<file path="config.mk">
export PLATFORM = sky130hd
export DESIGN_NAME = vsdc_sqrt
export DESIGN_NICKNAME = d
export VERILOG_FILES = /design/src/vsdc_pkg.sv /design/src/vsdc_sqrt.sv
export SDC_FILE = /design/constraint.sdc
export NUM_CORES = 1
export LEC_CHECK = 0
export BUFFER_PORTS_ARGS = -buffer_cell sky130_fd_sc_hd__buf_4
export CORE_MARGIN = 2
export CORE_UTILIZATION = 40
export DETAILED_ROUTE_END_ITERATION = 8
export PLACE_DENSITY = 0.64
export SLEW_MARGIN = 20
export SYNTH_ARGS = -nofsm -noshare
export SYNTH_HDL_FRONTEND = slang
export SYNTH_SLANG_ARGS = --single-unit
</file>
<file path="constraint.sdc">
create_clock -name clk -period 3.4 [get_ports clk]
set_clock_uncertainty 0.2 [all_clocks]
set_input_delay 1.02 -clock clk [delete_from_list [all_inputs] [get_ports clk]]
set_output_delay 1.02 -clock clk [all_outputs]
set_load 0.03 [all_outputs]
</file>
<file path="src/vsdc_pkg.sv">
package vsdc_pkg;

  localparam int SAMPLES_PER_AXIS = 32;
  localparam int IDX_W = 5;
  localparam int ADDR_W = 15;
  localparam int DENS_W = 8;
  localparam int COORD_W = 32;
  localparam int RAD_W = 16;
  localparam int CFG_W = 16;
  localparam int CFG_IDX_W = 3;
  localparam int ROOT_W = 16;
  localparam int QUO_W = 7;
  localparam int NUM_W = 23;

  localparam logic [CFG_IDX_W-1:0] REG_GRID_X = 3'd0;
  localparam logic [CFG_IDX_W-1:0] REG_GRID_Y = 3'd1;
  localparam logic [CFG_IDX_W-1:0] REG_GRID_Z = 3'd2;
  localparam logic [CFG_IDX_W-1:0] REG_EXTENT = 3'd3;
  localparam logic [CFG_IDX_W-1:0] REG_SPACING = 3'd4;

  localparam logic [CFG_W-1:0] EXTENT_RESET = 16'd8192;
  localparam logic [CFG_W-1:0] SPACING_RESET = 16'd256;
  localparam logic [QUO_W-1:0] CARVE_MAX = 7'd127;
  localparam logic signed [DENS_W:0] DENS_MIN = -9'sd128;

  typedef struct packed {
    logic [IDX_W-1:0] sample_x;
    logic [IDX_W-1:0] sample_y;
    logic [IDX_W-1:0] sample_z;
    logic signed [DENS_W-1:0] density_in;
    logic signed [COORD_W-1:0] center_x;
    logic signed [COORD_W-1:0] center_y;
    logic signed [COORD_W-1:0] center_z;
    logic [RAD_W-1:0] sphere_radius;
  } item_t;

  typedef struct packed {
    logic signed [CFG_W-1:0] grid_x;
    logic signed [CFG_W-1:0] grid_y;
    logic signed [CFG_W-1:0] grid_z;
    logic [CFG_W-1:0] extent;
    logic [CFG_W-1:0] spacing;
  } cfg_t;

  typedef struct packed {
    logic signed [DENS_W-1:0] density;
    logic [ADDR_W-1:0] addr;
    logic touched;
    logic enclosed;
    logic [RAD_W-1:0] radius;
  } side_t;

endpackage

</file>
<file path="src/vsdc_sqrt.sv">
module vsdc_sqrt import vsdc_pkg::*; (
  input  logic clk,
  input  logic rst,
  input  logic en,
  input  logic in_valid,
  input  side_t in_side,
  input  logic [31:0] n,
  output logic out_valid,
  output side_t out_side,
  output logic [ROOT_W-1:0] root
);

  logic vld [ROOT_W];
  side_t sd [ROOT_W];
  logic [31:0] rem [ROOT_W];
  logic [ROOT_W-1:0] rt [ROOT_W];

  for (genvar j = 0; j < ROOT_W; j++) begin : g_st
    localparam int K = ROOT_W - 1 - j;
    logic v_i;
    side_t s_i;
    logic [31:0] rem_i;
    logic [ROOT_W-1:0] rt_i;
    logic [32:0] trial;

    if (j == 0) begin : g_first
      assign v_i = in_valid;
      assign s_i = in_side;
      assign rem_i = n;
      assign rt_i = '0;
    end else begin : g_next
      assign v_i = vld[j-1];
      assign s_i = sd[j-1];
      assign rem_i = rem[j-1];
      assign rt_i = rt[j-1];
    end

    assign trial = (33'(rt_i) << (K + 1)) + (33'd1 << (2 * K));

    always_ff @(posedge clk) begin
      if (rst) begin
        vld[j] <= 1'b0;
      end else if (en) begin
        vld[j] <= v_i;
      end
      if (en) begin
        sd[j] <= s_i;
        if ({1'b0, rem_i} >= trial) begin
          rem[j] <= 32'({1'b0, rem_i} - trial);
          rt[j] <= rt_i | (ROOT_W'(1) << K);
        end else begin
          rem[j] <= rem_i;
          rt[j] <= rt_i;
        end
      end
    end
  end

  assign out_valid = vld[ROOT_W-1];
  assign out_side = sd[ROOT_W-1];
  assign root = rt[ROOT_W-1];

endmodule

</file>
======== After elaboration in Yosys (flattened, before gate mapping) ========
Memory sizes are Yosys's and may differ from the RTL's.
Cells that the tools add are included.
word-level totals
  register bits ........................... 0
  bits in writable memories ............... 1,440
  input port bits ......................... 77
  word-level logic and storage cells ...... 249
  memories ................................ 4
operators by class
  add/subtract/negate cells ............... 31
  $lt $le $gt $ge ......................... 16
  multiplexer cells ....................... 150
  bitwise gates (word level) .............. 48
memories
  name  words  width  read ports  clocked after memory_dff  write ports  RTL line         RTL
  sd    16     41     16          0                         16           vsdc_sqrt.sv:14  side_t sd [ROOT_W];
  rem   16     32     15          0                         16           vsdc_sqrt.sv:15  logic [31:0] rem [ROOT_W];
  rt    16     16     16          0                         16           vsdc_sqrt.sv:16  logic [ROOT_W-1:0] rt [ROOT_W];
  vld   16     1      16          0                         16           vsdc_sqrt.sv:13  logic vld [ROOT_W];
operators with widths
  cell                      count
  $mux W32                  16
  $mux W16                  16
  $mux W1                   118
  $or A1 B1 Y1              48
  $add A31 B29 Y32 const B  1
  $ge A32 B18 Y1            1
  $ge A32 B19 Y1            1
  $ge A32 B20 Y1            1
  $ge A32 B21 Y1            1
  $ge A32 B22 Y1            1
  $ge A32 B23 Y1            1
  $ge A32 B24 Y1            1
  $ge A32 B25 Y1            1
  $ge A32 B26 Y1            1
  $ge A32 B27 Y1            1
  $ge A32 B28 Y1            1
  $ge A32 B29 Y1            1
  $ge A32 B30 Y1            1
  $ge A32 B31 Y1            1
  $ge A32 B31 Y1 const B    1
  $ge A32 B32 Y1            1
  $sub A32 B18 Y32          1
  $sub A32 B19 Y32          1
  $sub A32 B20 Y32          1
  27 further kinds          27

======== Depth between registers and ports, before layout ========
An unclocked memory read counts as a cell.
  word-level depth ........................ 7
  gate-level depth with buffers ........... 12

======== Worst setup path before layout ========
No wires, ideal clock.
  kind .................................... input -> register
  start ................................... input en
  end ..................................... memory rem[14][0], in the netlist rem[1][192] (enable)
  arrival ................................. 2.847 ns
  data required time ...................... 2.779 ns
  setup slack ............................. -0.068 ns
  stages .................................. 3
  path buffers ............................ 3
  cells stage by stage .................... clkbuf_1 > clkbuf_1 > clkbuf_1
RTL lines
  item         RTL line         RTL
  from (decl)  vsdc_sqrt.sv:4   input logic en,
  to (decl)    vsdc_sqrt.sv:15

==> summary.md <==
| Metric | Value |
|---|---|
| Synth-to-Final Area Change | `15.4%` |
| Sequential fraction of the synthesis area | `77.9%` |
| Number of buffers created by CTS | `132` |
| Routability cong. | `0.908` |
| Die ar. | `around 0.13 mm2` |
| Diodes inserted | `0` |
| Number of H-tree levels | `4` |
| Max Cap Viol | `0` |
| Initial Utilization | `about two fifths` |
| Total Routed Length | `77000 um` |
| CP arrival | `3530 ps` |
| Number of synthesized flops with an enable pin | `1288` |
| Critical path destination | `rem[1][51]` |
| Fin area | `0.0573 mm2` |
| Critical path class | `flip-flop to flip-flop` |
| R2R Path End | `rem[1][51]` |
| Setup violators final | `0` |
| Final hold violation count | `0` |
| Max clock buf depth | `3` |
| Period minus WS final | `~3200 ps` |
| GRT Overall Usage | `approximately 12%` |
| RSZ-0062 raised after global routing | `false` |
| CP max-delay cell | `o41ai_1` |
| Die height | `~360 um` |
| PortBufs | `134` |
| CTS tree | `done` |
| Share of layout cells above drive strength 1 | `13.2%` |
| Crit-path max cell delay | `620 ps` |
| Power per Cell Area | `between 600 and 700 mW/mm2` |
| Vias per cell | `between 4 and 5` |
| Largest net degree at the start of global routing | `about 140` |
| Cells on worst reg2reg path | `10` |
| Worst Hold Class | `flip-flop to flip-flop` |
| Via count | `23957` |
| Setup_tns | `0 ps` |
| Post-synth top area cell | `edfxtp_1` |
| Final core occ | `46.4%` |
| Worst-path fanout max | `14` |
| FF-to-FF setup slack | `~150 ps` |
| Most frequent CP cell | `buf_4` |
| Worst-path cell chain | `ha_1 -> nor2b_1 -> o21ai_0 -> a2111oi_1 -> o41ai_1 -> nand3b_1 -> buf_4 -> buf_4 -> nor2_1 -> a21oi_1` |
| Yosys warns | `0` |
| Crit path from | `rem[1][14]` |
| Net Count, Synth | `3191` |
| DRC viols | `0` |
| Floorplan core area | `0.123 mm2` |
| CP required | `3680 ps` |
| Nature of the critical path endpoint | `flip-flop` |
| Mapped cell area | `0.0496 mm2` |
| Initial antenna violation count | `0` |
| Outcome | `finished clean` |
| Worst relative slew slack | `37.7%` |
| Hold buffers post-CTS | `0` |
| Worst r2r src | `rem[1][14]` |
| Worst Tran Pin Value | `935 ps` |
| Area post-placement | `0.0531 mm2` |
| Period utilisation layout | `95.5%` |
| WHS | `209 ps` |
| Synth top area cells | `edfxtp_1 (78%), ha_1 (3.8%), xor2_1 (1.9%)` |
| Worst skew pair latency | `750 ps` |
| Standby leakage power | `between 20 and 25 nW` |
| Peak supply drop | `0.529 mV` |
| First-pass GRT wire length | `between 100000 and 150000 um` |
| Horiz. Die Dim | `356 um` |
| Synth Register Bits | `between 1000 and 1500` |
| Post-Synthesis Cells | `~3000` |
| Rows | `~130` |
| Starting DRT DRC Count | `1522` |
| Startpoint Class | `flip-flop` |
| Syn avg cell area | `16.7 um2` |
| Async S/R FF share, synth | `0%` |
| Drt pass-1 iters | `7` |
| Vias in the first global route | `24391` |
| Fin nets | `approximately 3500` |
| Global route overflow | `0` |
| Drt wl/cell | `15.4 um` |
| Post-route ant nets | `0` |
| DP Wirelength | `51700 um` |
| Max Slew Vio Count | `0` |
| Max Freq | `308 MHz` |
| Synth cell types | `83` |
| CTS Sinks | `1288` |
| Number of fill cells | `10542` |
| Total power | `36.7 mW` |
| Top Ports | `135` |
| Main flop type after synthesis | `edfxtp_1` |
| Root Buffer | `clkbuf_16` |
| Register clock-pin slew on the reported worst setup and hold paths | `60 ps` |
| Post-synth top area share | `77.9%` |
-- how the worst min path moves through the flow --
stage / cells past startpoint / to / slack (ps) / start
final: 0 / sd[1][7] / 210 / sd[0][294]
after global placement: 0 / sd[1][92] / 200 / sd[1][51]
after floorplan: 0 / sd[0][100] / 200 / sd[0][59]
after CTS: 1 / sd[0][34] / 170 / in_side[34]
after detailed placement: 0 / sd[0][100] / 200 / sd[0][59]
after global routing: 1 / sd[0][21] / 180 / in_side[21]
-- cells by family after synthesis --
logic type / after synthesis / synth area share, %
AOI/OAI and AO/OA: 404 / 5.27
xor gates and xnor gates: 197 / 3.48
adders and majority gates: 150 / 3.78
buffers and inverters: 247 / 1.99
DFF: 1288 / 77.9
muxes: 17 / 0.365
and+or+nand+nor: 661 / 7.21
-- Yosys cell counts, types with 9 or more instances --
master,number
nor2_1,103
nand4_1,33
nand2_1,165
nor4_1,82
or4_1,12
o31ai_1,17
o21a_1,36
nand2b_1,23
nor3_1,60
nor4b_1,17
o211ai_1,12
ha_1,150
a21oi_1,83
buf_2,12
nand3b_1,9
nand3_1,32
nor2b_1,22
a21o_1,37
mux2_2,9
clkbuf_1,35
xnor2_1,89
a211oi_1,13
o21ai_0,123
and2_1,23
o21ai_1,17
or3_1,23
inv_1,189
xor2_1,108
edfxtp_1,1288
-- timing repair --
action,CTS,global route
gates resized for setup,0,6
endpoints found under the setup margin,0,21
setup buffers,0,3
-- through the flow --
step	std cells	setup slack [ps]
2_1_floorplan	2964	13.4
3_3_place_gp	4752	142
3_5_place_dp	4752	72.6
4_1_cts	4986	57.7
5_1_grt	4989	3.74
6_report	4989	153
-- cell usage in the layout (no fill, tap or decap), drive strengths merged, types with 32 or more instances in the layout --
master	netlist	layout
o21ai	140	140
inv	190	198
clkinv	0	59
o21a	36	36
nand4	33	33
nand2	165	165
edfxtp	1288	1288
xor2	108	108
buf	21	211
nor2	103	103
nor3	64	64
ha	150	150
xnor2	89	89
nand3	32	32
clkbuf	36	157
a21oi	83	83
nor4	86	86
a21o	37	37
-- where the power goes --
part / switching (mW) / leakage, nW / internal, mW
Combinational: 1.88 / 6.07 / 1.41
Clock: 5.84 / 2.00 / 7.77
Sequential: 0.702 / 12.5 / 19.1
-- per-layer routing --
| metal | GRT usage, % | wire length (um) | vias to the layer above |
|---|---|---|---|
| met2 | 21.6 | 39400 | 445 |
| met4 | 6.33 | 3010 | 0 |
| met5 | 0 | 0 | - |
| met1 | 14.1 | 31500 | 11433 |
| met3 | 2.89 | 3110 | 181 |
| li1 | - | - | 11898 |
-- worst max-delay path: cells and delay by family, from the launching register on --
kind / cells / cell delay (ps)
AOI/OAI and AO/OA: 4 / 1110
adders and majority gates: 1 / 380
DFF: 1 / 400
and+or+nand+nor: 3 / 490
buffers and inverters: 2 / 400
-- layout make-up --
class                      instances  area [um2]  area share [%]
timing repair buffer             211        1720            3.01
inverter                         190         713            1.24
clock inverter                    77         697            1.22
clock buffer                     157        3420            5.97
sequential                      1288       38700            67.5
tap                             1637        2050            3.58
multi-input combinational       1429       10000            17.5
-- sequential cells by signal, summed over array words and instances, names as in the netlist --
signal  cells
sd        656
rem       480
vld        16
rt        136
Power figures use the tool's default switching activity.
