[src/vsdc_pkg.sv]
package vsdc_pkg;

  localparam int SAMPLES_PER_AXIS = 32;
  localparam int IDX_W = 5;
  localparam int ADDR_W = 15;
  localparam int DENS_W = 8;
  localparam int COORD_W = 32;
  localparam int RAD_W = 16;
  localparam int CFG_W = 16;
  localparam int CFG_IDX_W = 3;
  localparam int ROOT_W = 16;
  localparam int QUO_W = 7;
  localparam int NUM_W = 23;

  localparam logic [CFG_IDX_W-1:0] REG_GRID_X = 3'd0;
  localparam logic [CFG_IDX_W-1:0] REG_GRID_Y = 3'd1;
  localparam logic [CFG_IDX_W-1:0] REG_GRID_Z = 3'd2;
  localparam logic [CFG_IDX_W-1:0] REG_EXTENT = 3'd3;
  localparam logic [CFG_IDX_W-1:0] REG_SPACING = 3'd4;

  localparam logic [CFG_W-1:0] EXTENT_RESET = 16'd8192;
  localparam logic [CFG_W-1:0] SPACING_RESET = 16'd256;
  localparam logic [QUO_W-1:0] CARVE_MAX = 7'd127;
  localparam logic signed [DENS_W:0] DENS_MIN = -9'sd128;

  typedef struct packed {
    logic [IDX_W-1:0] sample_x;
    logic [IDX_W-1:0] sample_y;
    logic [IDX_W-1:0] sample_z;
    logic signed [DENS_W-1:0] density_in;
    logic signed [COORD_W-1:0] center_x;
    logic signed [COORD_W-1:0] center_y;
    logic signed [COORD_W-1:0] center_z;
    logic [RAD_W-1:0] sphere_radius;
  } item_t;

  typedef struct packed {
    logic signed [CFG_W-1:0] grid_x;
    logic signed [CFG_W-1:0] grid_y;
    logic signed [CFG_W-1:0] grid_z;
    logic [CFG_W-1:0] extent;
    logic [CFG_W-1:0] spacing;
  } cfg_t;

  typedef struct packed {
    logic signed [DENS_W-1:0] density;
    logic [ADDR_W-1:0] addr;
    logic touched;
    logic enclosed;
    logic [RAD_W-1:0] radius;
  } side_t;

endpackage

[src/vsdc_div.sv]
module vsdc_div import vsdc_pkg::*; (
  input  logic clk,
  input  logic rst,
  input  logic en,
  input  logic in_valid,
  input  side_t in_side,
  input  logic [ROOT_W-1:0] root,
  output logic out_valid,
  output side_t out_side,
  output logic [QUO_W-1:0] quo
);

  logic v0;
  side_t s0;
  logic [NUM_W-1:0] num0;

  logic vld [QUO_W];
  side_t sd [QUO_W];
  logic [NUM_W-1:0] rem [QUO_W];
  logic [QUO_W-1:0] q [QUO_W];

  always_ff @(posedge clk) begin
    if (rst) begin
      v0 <= 1'b0;
    end else if (en) begin
      v0 <= in_valid;
    end
    if (en) begin
      s0 <= in_side;
      num0 <= NUM_W'(CARVE_MAX) * NUM_W'(in_side.radius - root);
    end
  end

  for (genvar j = 0; j < QUO_W; j++) begin : g_st
    localparam int K = QUO_W - 1 - j;
    logic v_i;
    side_t s_i;
    logic [NUM_W-1:0] rem_i;
    logic [QUO_W-1:0] q_i;
    logic [NUM_W-1:0] dv;

    if (j == 0) begin : g_first
      assign v_i = v0;
      assign s_i = s0;
      assign rem_i = num0;
      assign q_i = '0;
    end else begin : g_next
      assign v_i = vld[j-1];
      assign s_i = sd[j-1];
      assign rem_i = rem[j-1];
      assign q_i = q[j-1];
    end

    assign dv = NUM_W'(s_i.radius) << K;

    always_ff @(posedge clk) begin
      if (rst) begin
        vld[j] <= 1'b0;
      end else if (en) begin
        vld[j] <= v_i;
      end
      if (en) begin
        sd[j] <= s_i;
        if (rem_i >= dv) begin
          rem[j] <= rem_i - dv;
          q[j] <= q_i | (QUO_W'(1) << K);
        end else begin
          rem[j] <= rem_i;
          q[j] <= q_i;
        end
      end
    end
  end

  assign out_valid = vld[QUO_W-1];
  assign out_side = sd[QUO_W-1];
  assign quo = q[QUO_W-1];

endmodule

[config.mk]
export PLATFORM = sky130hd
export DESIGN_NAME = vsdc_div
export DESIGN_NICKNAME = d
export VERILOG_FILES = /design/src/vsdc_pkg.sv /design/src/vsdc_div.sv
export SDC_FILE = /design/constraint.sdc
export NUM_CORES = 1
export LEC_CHECK = 0
export ABC_AREA = 1
export BUFFER_PORTS_ARGS = -buffer_cell sky130_fd_sc_hd__buf_2
export CAP_MARGIN = 10
export CORE_ASPECT_RATIO = 0.6
export CORE_MARGIN = 5
export CORE_UTILIZATION = 55
export DETAILED_ROUTE_END_ITERATION = 16
export PLACE_DENSITY = 0.82
export SYNTH_ARGS = -nofsm -noshare
export SYNTH_HDL_FRONTEND = slang
export SYNTH_SLANG_ARGS = --single-unit
[constraint.sdc]
create_clock -name clk -period 16.9 [get_ports clk]
set_clock_uncertainty 0.15 [all_clocks]
set_input_delay 0.845 -clock clk [delete_from_list [all_inputs] [get_ports clk]]
set_output_delay 0.845 -clock clk [all_outputs]
set_load 0.005 [all_outputs]
# After elaboration in Yosys (flattened, before gate mapping)
# Memories as Yosys holds them, arrays and structs flattened.
# Index checks and enable logic that the tools add are counted.
# Widths: inputs -> output; s select.
[op_classes]
order_cmp = 7
bitwise = 21
addsub = 8
muxes = 69
mul = 1
[ops]
columns = ["operator", "n"]
rows = [
  ["$mux 23", 7],
  ["$mux 1", 55],
  ["$mux 7", 7],
  ["$ge 23x16->1", 1],
  ["$ge 23x17->1", 1],
  ["$ge 23x18->1", 1],
  ["$ge 23x19->1", 1],
  ["$ge 23x20->1", 1],
  ["$ge 23x21->1", 1],
  ["$ge 23x22->1", 1],
  ["$mul 8x17->23 const A", 1],
  ["$sub 23x16->23", 1],
  ["$sub 23x17->23", 1],
  ["$sub 23x18->23", 1],
  ["$sub 23x19->23", 1],
  ["$sub 23x20->23", 1],
  ["$sub 23x21->23", 1],
  ["$sub 23x22->23", 1],
  ["$or 1x1->1", 21],
  ["$sub 16x16->17", 1],
]
[totals]
memories = 4
ff_bits = 65
mem_bits_rw = 504
[memory_table]
columns = ["memory", "depth", "word_bits", "rd", "rd_ports_with_merged_regs", "wr", "line_no", "source"]
rows = [
  ["sd", 7, 41, 7, 0, 7, "vsdc_div.sv:18", "side_t sd [QUO_W];"],
  ["rem", 7, 23, 6, 0, 7, "vsdc_div.sv:19", "logic [NUM_W-1:0] rem [QUO_W];"],
  ["q", 7, 7, 7, 0, 7, "vsdc_div.sv:20", "logic [QUO_W-1:0] q [QUO_W];"],
  ["vld", 7, 1, 7, 0, 7, "vsdc_div.sv:17", "logic vld [QUO_W];"],
]

# Depth between registers and ports, before layout
# Gate-level depths: netlist of the first run.
# An unclocked memory read counts as a cell.
[logic_depth]
depth_word = 6
depth_mapped = 32

# Least setup slack after synthesis of the first run
# OpenSTA, ideal clock, no wires.
[synth_timing]
path_type = "input-to-reg"
from = "input port in_side[0] in the netlist's numbering"
to = "register num0[13], in the netlist g_st[0].rem_i[13] (data pin)"
n_path_buf = 0
slack_ps = 10968
required_time_ps = 16498
setup_ps = 252
t_arrival_ps = 5530
path_stages = 20
path_cell_list = "inv_1 ha_1 fa_1 inv_1 a21oi_1 xnor2_1 fa_1 fa_1 fa_1 inv_1 fa_1 inv_1 ha_1 nand2_1 o21ai_0 nor2_1 o21ai_0 nand2_1 nand3_1 nand2_1"
[synth_between]
elab_chain_len = 2
[synth_lines]
columns = ["item", "line_no", "source"]
rows = [
  ["start: declaration", "vsdc_div.sv:6", "input side_t in_side,"],
  ["$sub 16x16->17", "vsdc_div.sv:30", "num0 <= NUM_W'(CARVE_MAX) * NUM_W'(in_side.radius - root);"],
  ["$mul 8x17->23", "vsdc_div.sv:30", ""],
  ["end signal: assignment", "vsdc_div.sv:30", ""],
  ["end: declaration", "vsdc_div.sv:15", "logic [NUM_W-1:0] num0;"],
]
# No other way between the ends.
# A chain may end at the register's enable or synchronous reset.

# Final worst setup path of the first run
[layout_timing]
from = "input port in_side[0] in the netlist's numbering"
to = "register num0[20], in the netlist g_st[0].rem_i[20] (data pin)"
# Same word-level chain as after synthesis.

==> run metrics, run 1 <==
Ports 110; path category of the worst min-delay check register to register; hold bufs inserted after CTS 0; Crit Reg-Reg Endpoint rem[3][16]; root buffer cell sky130_fd_sc_hd__clkbuf_16; leading cell types by total area after synthesis sky130_fd_sc_hd__edfxtp_1, sky130_fd_sc_hd__nand2_1, sky130_fd_sc_hd__ha_1, sky130_fd_sc_hd__inv_1, sky130_fd_sc_hd__fa_1; number of buffers created by CTS 48; register clock-pin slew on the reported worst setup and hold paths 0.07 ns; start point of the worst min-delay path sd[1][30]; achievable frequency 154 MHz; Routed wire per std cell 17.9 um; Post-Route WL approximately 70000 um; top cells by instance count after synthesis sky130_fd_sc_hd__nand2_1, sky130_fd_sc_hd__inv_1, sky130_fd_sc_hd__edfxtp_1; via count ~21000; actual transition at the worst max-transition pin approximately 1.1 ns; Critical Setup Path Class primary input to register; average instance area after synthesis 9.75 sq um; initial standard-cell utilization of the core 55.9%; Yosys Warn Count 0; post-synthesis instance total 3024; Max Buffers Root-to-Sink 3; register-to-register setup slack 13.41 ns; crit path DAT 6.69 ns; Setup crit end kind register; share of the synthesized area in the top cell type 53.4%; Congestion Overflow GR 0; net count of the finished layout ~3500; Post-synth EDFFs between 500 and 600; result of the run finished clean; horizontal die dimension 309 um; sequential-to-total area share from yosys stat 53.4%; Die Outline Area 58500 sq um; clock tree from TritonCTS yes; max-slew violation count 0; Crit path largest cell delay 0.59 ns; biggest fanout along the worst timing path 5; most area-hungry cell type in the Yosys netlist sky130_fd_sc_hd__edfxtp_1; slowest library cell on the worst path sky130_fd_sc_hd__a21boi_0; most used cell along the critical path sky130_fd_sc_hd__inv_1; Sinks on Clock Net roughly 530; post-CTS setup buffers 0; startpoint of the worst-slack reg-to-reg timing path sd[2][13]; final number of hold-violating endpoints 0; Syn Nets 3332; Die Y 189 um; clock latency on the worst-skew pair 0.59 ns; global-route wire length before repair around 110000 um; Final TNS setup 0 ns; setup repair after global routing missed its margin false; Max Cap Violations 0; Cells on Worst Hold Path 0; Pre-antenna DRT Iters 6; final cycle utilization of the critical path 38.5%; Starting DRT DRC Count 2709; dominant cell by count in the synthesized netlist sky130_fd_sc_hd__nand2_1; standard cell core area 52800 sq um; number of antenna violations at the first check in global routing 1; length in cells of the worst reg-to-reg path 14; minimum clock period after layout approximately 6.5 ns; worst relative slew slack 25.4%; count of distinct cell types in the synthesized netlist 44; predominant post-synthesis flop cell sky130_fd_sc_hd__edfxtp_1; Layout Area Growth over Synthesis 9.99%; number of storage elements in the synthesis netlist 525; Total GRT Usage a little under a quarter; placer's final routability congestion estimate 0.965; pin count of the biggest net entering global routing 87; post-synthesis async set-or-reset flop share 0%; nature of the critical path startpoint primary input; per-cell via count in the routed design 5.39; total number of placement rows 65; terminating pin of the worst hold path sd[2][30]; final setup violation count 0; WP data required 17.08 ns; Syn Std Cell Area 29500 sq um; ratio of cells with drive above 1 in the final layout 8.02%; DP HPWL 54800 um; IO Port Bufs 109; cells resized by post-CTS repair 0; number of global-route vias before repair 19257; DRC Markers 0; count of antenna-violating nets left after detailed routing 0; number of levels in the clock H-tree 2
-- metrics by stage --
stage | hold slack [ns] | util [%] | instances | cell area (sq um) | setup WS, ns
final | 0.261 | 61.4 | 3908 | 32400 | 10.39
after global routing | 0.242 | 61.4 | 3907 | 32400 | 10.13
after CTS | 0.244 | 61.4 | 3907 | 32400 | 10.54
after detailed placement | 0.255 | 58.3 | 3819 | 30800 | 9.90
after global placement | 0.251 | 58.3 | 3819 | 30800 | 10.0
after floorplan | 0.250 | - | 3024 | 29500 | 10.97
-- layout make-up --
type                            count  area (sq um)
Tap cell                          703           880
Timing Repair Buffer              117           616
Inverter                          560          2110
Sequential cell                   525         15800
Clock buffer                       58          1250
Multi-Input combinational cell   1914         11400
Fill cell                        4254         20400
Antenna cell                        1          2.50
Clock inverter                     30           388
-- worst max-delay path by stage --
| stage | startpoint | endpoint | depth (start not counted) |
|---|---|---|---|
| finish | in_side[0] | g_st[0].rem_i[20] | 27 |
| global route | in_side[0] | g_st[0].rem_i[20] | 28 |
| CTS | in_side[0] | g_st[0].rem_i[20] | 27 |
| detailed placement | in_side[0] | g_st[0].rem_i[20] | 22 |
| global placement | in_side[2] | g_st[0].rem_i[18] | 23 |
| floorplan | in_side[0] | g_st[0].rem_i[13] | 20 |
-- worst max-delay path: cells and delay by family --
family	cells	cell delay, ns
buf+inv	7	0.44
fa+ha+maj	7	3.09
compound gates	3	0.89
simple gates	9	1.21
xor+xnor	1	0.18
-- flip-flops by register name, summed over array words and instances (netlist names) --
| register | flops |
|---|---|
| g_st.s_i | 25 |
| vld | 7 |
| g_st.dv | 16 |
| q | 28 |
| g_st.rem_i | 23 |
| g_st.v_i | 1 |
| sd | 287 |
| rem | 138 |
-- logic make-up after synthesis --
family / after synthesis / share of synthesized area (%)
XOR/XNOR: 74 / 2.20
flip-flops: 525 / 53.4
AO/OA/AOI/OAI: 262 / 5.03
adder cells (fa/ha/maj): 247 / 12.4
buffers and inverters: 585 / 7.78
AND/OR/NAND/NOR: 1331 / 19.1
-- layout by cell type (no fill, tap or decap), types with 5 or more instances in the layout --
master / instances
sky130_fd_sc_hd__clkinv_2: 9
sky130_fd_sc_hd__edfxtp_1: 524
sky130_fd_sc_hd__fa_1: 76
sky130_fd_sc_hd__nand3b_1: 16
sky130_fd_sc_hd__clkbuf_1: 9
sky130_fd_sc_hd__bufinv_16: 6
sky130_fd_sc_hd__o21ai_2: 9
sky130_fd_sc_hd__buf_4: 8
sky130_fd_sc_hd__inv_2: 5
sky130_fd_sc_hd__clkinv_1: 6
sky130_fd_sc_hd__nand4_1: 48
sky130_fd_sc_hd__and2_1: 8
sky130_fd_sc_hd__o21ai_0: 67
sky130_fd_sc_hd__xor2_1: 53
sky130_fd_sc_hd__nand3_2: 6
sky130_fd_sc_hd__o21bai_1: 9
sky130_fd_sc_hd__a21o_1: 9
sky130_fd_sc_hd__nand2_1: 834
sky130_fd_sc_hd__a21oi_2: 10
sky130_fd_sc_hd__nor2_2: 8
sky130_fd_sc_hd__a21boi_0: 7
sky130_fd_sc_hd__a21oi_1: 131
sky130_fd_sc_hd__nor2_1: 173
sky130_fd_sc_hd__nand3_1: 179
sky130_fd_sc_hd__buf_2: 108
sky130_fd_sc_hd__clkbuf_16: 48
sky130_fd_sc_hd__nor3_2: 5
sky130_fd_sc_hd__nand2_2: 16
sky130_fd_sc_hd__inv_1: 553
sky130_fd_sc_hd__nor3_1: 25
sky130_fd_sc_hd__xnor2_1: 21
sky130_fd_sc_hd__o211ai_1: 5
sky130_fd_sc_hd__o21ai_1: 8
sky130_fd_sc_hd__ha_1: 171
-- metal layers --
| layer | global-route usage (%) | part of all wire (%) |
|---|---|---|
| met5 | 0 | 0 |
| met4 | 3.73 | 1.4 |
| met3 | 6.95 | 13 |
| met2 | 29.0 | 36 |
| met1 | 41.4 | 50 |
Power of run 1 is not shown: default switching activity piles up to over one toggle a cycle in this logic, so the estimate is an artifact.
==> run 2, diff against run 1 <==
--- a/config.mk
+++ b/config.mk
@@ -12,7 +12,7 @@
 export CORE_MARGIN = 5
 export CORE_UTILIZATION = 55
 export DETAILED_ROUTE_END_ITERATION = 16
-export PLACE_DENSITY = 0.82
+export PLACE_DENSITY = 0.85
 export SYNTH_ARGS = -nofsm -noshare
 export SYNTH_HDL_FRONTEND = slang
 export SYNTH_SLANG_ARGS = --single-unit
==> constraint.sdc (replaced) <==
create_clock -name clk -period 5.2 [get_ports clk]
set_clock_uncertainty 0.15 [all_clocks]
set_input_delay 0.26 -clock clk [delete_from_list [all_inputs] [get_ports clk]]
set_output_delay 0.26 -clock clk [all_outputs]
set_load 0.005 [all_outputs]
==> run 2 against run 1 <==
Against the previous run:
- non-clock buffer count rose by 194
- routed wire length rose by 7.6%
- design area rose by 5.7%
- final cell count rose by 5.0%
- core utilization rose by 3.5 points
- setup slack got worse by 10 ns
- hold slack got worse by 0.23 ns
- sequential cell count did not move
- sequential share of layout area fell by 2.6 points
- largest cell class unchanged
==> run metrics, run 2 (same netlist as run 1, synthesis figures left out) <==
result of the run finished clean (unchanged); final cell utilization of the core 64.9% (was 61.4%); Congestion Overflow GR 0 (unchanged); final number of hold-violating endpoints 0 (unchanged); Sinks on Clock Net 525 (unchanged); total number of placement rows 65 (unchanged); Placed Instances 3969 (was 3819); per-cell via count in the routed design 5.40 (was 5.39); initial standard-cell utilization of the core 55.9% (unchanged); biggest fanout along the worst timing path 6 (was 5); Starting DRT DRC Count 2934 (was 2709); most frequent cells in the layout sky130_fd_sc_hd__nand2_1, sky130_fd_sc_hd__inv_1, sky130_fd_sc_hd__edfxtp_1, sky130_fd_sc_hd__nand3_1, sky130_fd_sc_hd__nor2_1 (unchanged); number of cells in the finished layout apart from fillers 4102 (was 3908); Max Cap Violations 0 (unchanged); Total GRT Usage 25.6% (was 23.8%); setup repair after global routing missed its margin true (was false); Max Buffers Root-to-Sink 3 (unchanged); register clock-pin slew on the reported worst setup and hold paths 0.07 ns (about the same); Ports 110 (unchanged); standard cell core area 52800 sq um (unchanged); net count of the finished layout 3669 (was 3474); Die Outline Area 58500 sq um (unchanged); actual transition at the worst max-transition pin 1.06 ns (was 1.11 ns); nature of the critical path startpoint primary input (unchanged); root buffer cell sky130_fd_sc_hd__clkbuf_16 (unchanged); Die Y 189 um (unchanged); WP data required 5.41 ns (was 17.08 ns); via count 22132 (was 21071); Pre-antenna DRT Iters 6 (unchanged); number of levels in the clock H-tree 2 (unchanged); flip-flop count of the largest register, all copies and words added 287 (unchanged); Routed wire per std cell 18.4 um (was 17.9 um); final cycle utilization of the critical path 98.2%; max-slew violation count 0 (unchanged); number of antenna violations at the first check in global routing 1 (unchanged); number of buffers created by CTS 49 (was 48); Top Registers sd x287, rem x138, q x28 (unchanged); placer's final routability congestion estimate 1.00 (was 0.965); horizontal die dimension 309 um (unchanged); DP HPWL 57700 um (was 54800 um); clock tree from TritonCTS yes (unchanged); global-route wire length before repair 117000 um (was 109000 um); DRC Markers 0 (unchanged); count of antenna-violating nets left after detailed routing 0 (unchanged); Antenna Diode Count 0 (was 1); clock latency on the worst-skew pair 0.60 ns (was 0.59 ns); Critical Setup Path Class primary input to register (unchanged); most frequent standard cell in the layout excluding fill and tap cells sky130_fd_sc_hd__nand2_1 (unchanged); path category of the worst min-delay check primary input to register (was register to register); Layout Area Growth over Synthesis 16.3% (was 9.99%); crit path DAT 5.32 ns (was 6.69 ns); pin count of the biggest net entering global routing 154 (was 87); achievable frequency 196 MHz; ratio of cells with drive above 1 in the final layout 13.4% (was 8.02%); worst relative slew slack 29.2% (was 25.4%); Setup crit end kind register (unchanged); largest reg by FF count sd (unchanged); worst hold slack 0.0358 ns (was 0.261 ns); IO Port Bufs 109 (unchanged); Post-Route WL 75300 um (was 70000 um); number of global-route vias before repair 20727 (was 19257); minimum clock period after layout approximately 5.1 ns; final setup violation count 0 (unchanged)
run 2: changes by cell type in the layout (fill, tap and decap cells not counted), moves of 8 or more:
cell and delta:
sky130_fd_sc_hd__buf_4 +149, sky130_fd_sc_hd__dlygate4sd3_1 +43, sky130_fd_sc_hd__a21oi_1 -9, sky130_fd_sc_hd__nand2_1 -8
sky130_fd_sc_hd__nor2_1 -8, sky130_fd_sc_hd__nand2_2 +8, sky130_fd_sc_hd__a21oi_2 +8
run 2: what timing repair did:
action                                 CTS  global route
endpoints found under the hold margin   42             0
hold buffers                            43             0
buffers inserted                         0             1
pin swaps                                0            11
setup endpoints to repair                1            12
gates resized for setup                  1            57
run 2: critical path, stage by stage:
cell and delay (ns):
sky130_fd_sc_hd__buf_2 0.11, sky130_fd_sc_hd__ha_2 0.37, sky130_fd_sc_hd__nand2_1 0.08, sky130_fd_sc_hd__nand2_1 0.08
sky130_fd_sc_hd__inv_1 0.05, sky130_fd_sc_hd__nand2_2 0.11, sky130_fd_sc_hd__nand2_1 0.08, sky130_fd_sc_hd__nand2_2 0.12
sky130_fd_sc_hd__xor2_2 0.36, sky130_fd_sc_hd__fa_1 0.52, sky130_fd_sc_hd__fa_1 0.49, sky130_fd_sc_hd__fa_1 0.56
sky130_fd_sc_hd__inv_1 0.06, sky130_fd_sc_hd__fa_1 0.52, sky130_fd_sc_hd__inv_1 0.04, sky130_fd_sc_hd__ha_1 0.34
sky130_fd_sc_hd__a21oi_1 0.22, sky130_fd_sc_hd__o21ai_1 0.13, sky130_fd_sc_hd__nor2_1 0.28, sky130_fd_sc_hd__o21ai_0 0.19
sky130_fd_sc_hd__buf_4 0.18, sky130_fd_sc_hd__xor2_1 0.13
run 2: worst paths after layout:
path	to	cells after the start	slack, ns	from
worst max-delay path	g_st[0].rem_i[17]	22	0.1	in_side[2]
worst min-delay path	g_st[0].s_i[26]	1	0.04	en
worst max register to register	rem[1][18]	12	1.82	sd[0][0]
worst min register to register	sd[1][34]	0	0.26	sd[0][34]
run 2: per-layer routing:
metal / track usage [%] / vias to the layer above / wire length [um]
met5: 0 / - / 20
met4: 3.94 / 2 / 1130
met3: 8.04 / 101 / 9800
met2: 33.0 / 1072 / 27900
met1: 42.6 / 10350 / 36500
li1: - / 10607 / -
run 2: cell type report:
type / count / area (sq um)
fill: 4022 / 18500
sequential: 525 / 15800
multi-input combinational: 1914 / 11700
timing repair buffer: 311 / 2200
inverter: 560 / 2110
clock buffer: 58 / 1260
tap: 703 / 880
clock inverter: 31 / 364
run 2: per-stage QoR:
step	setup WS, ns	TNS, ns	cell area (sq um)
2_1_floorplan	0.00953	0	29500
3_3_place_gp	-0.580	-4.97	32000
3_5_place_dp	-0.638	-6.41	32000
4_1_cts	0.0309	0	34100
5_1_grt	-0.0878	-0.331	34300
6_report	0.0957	0	34300
Power of run 2 is left out for the same reason.
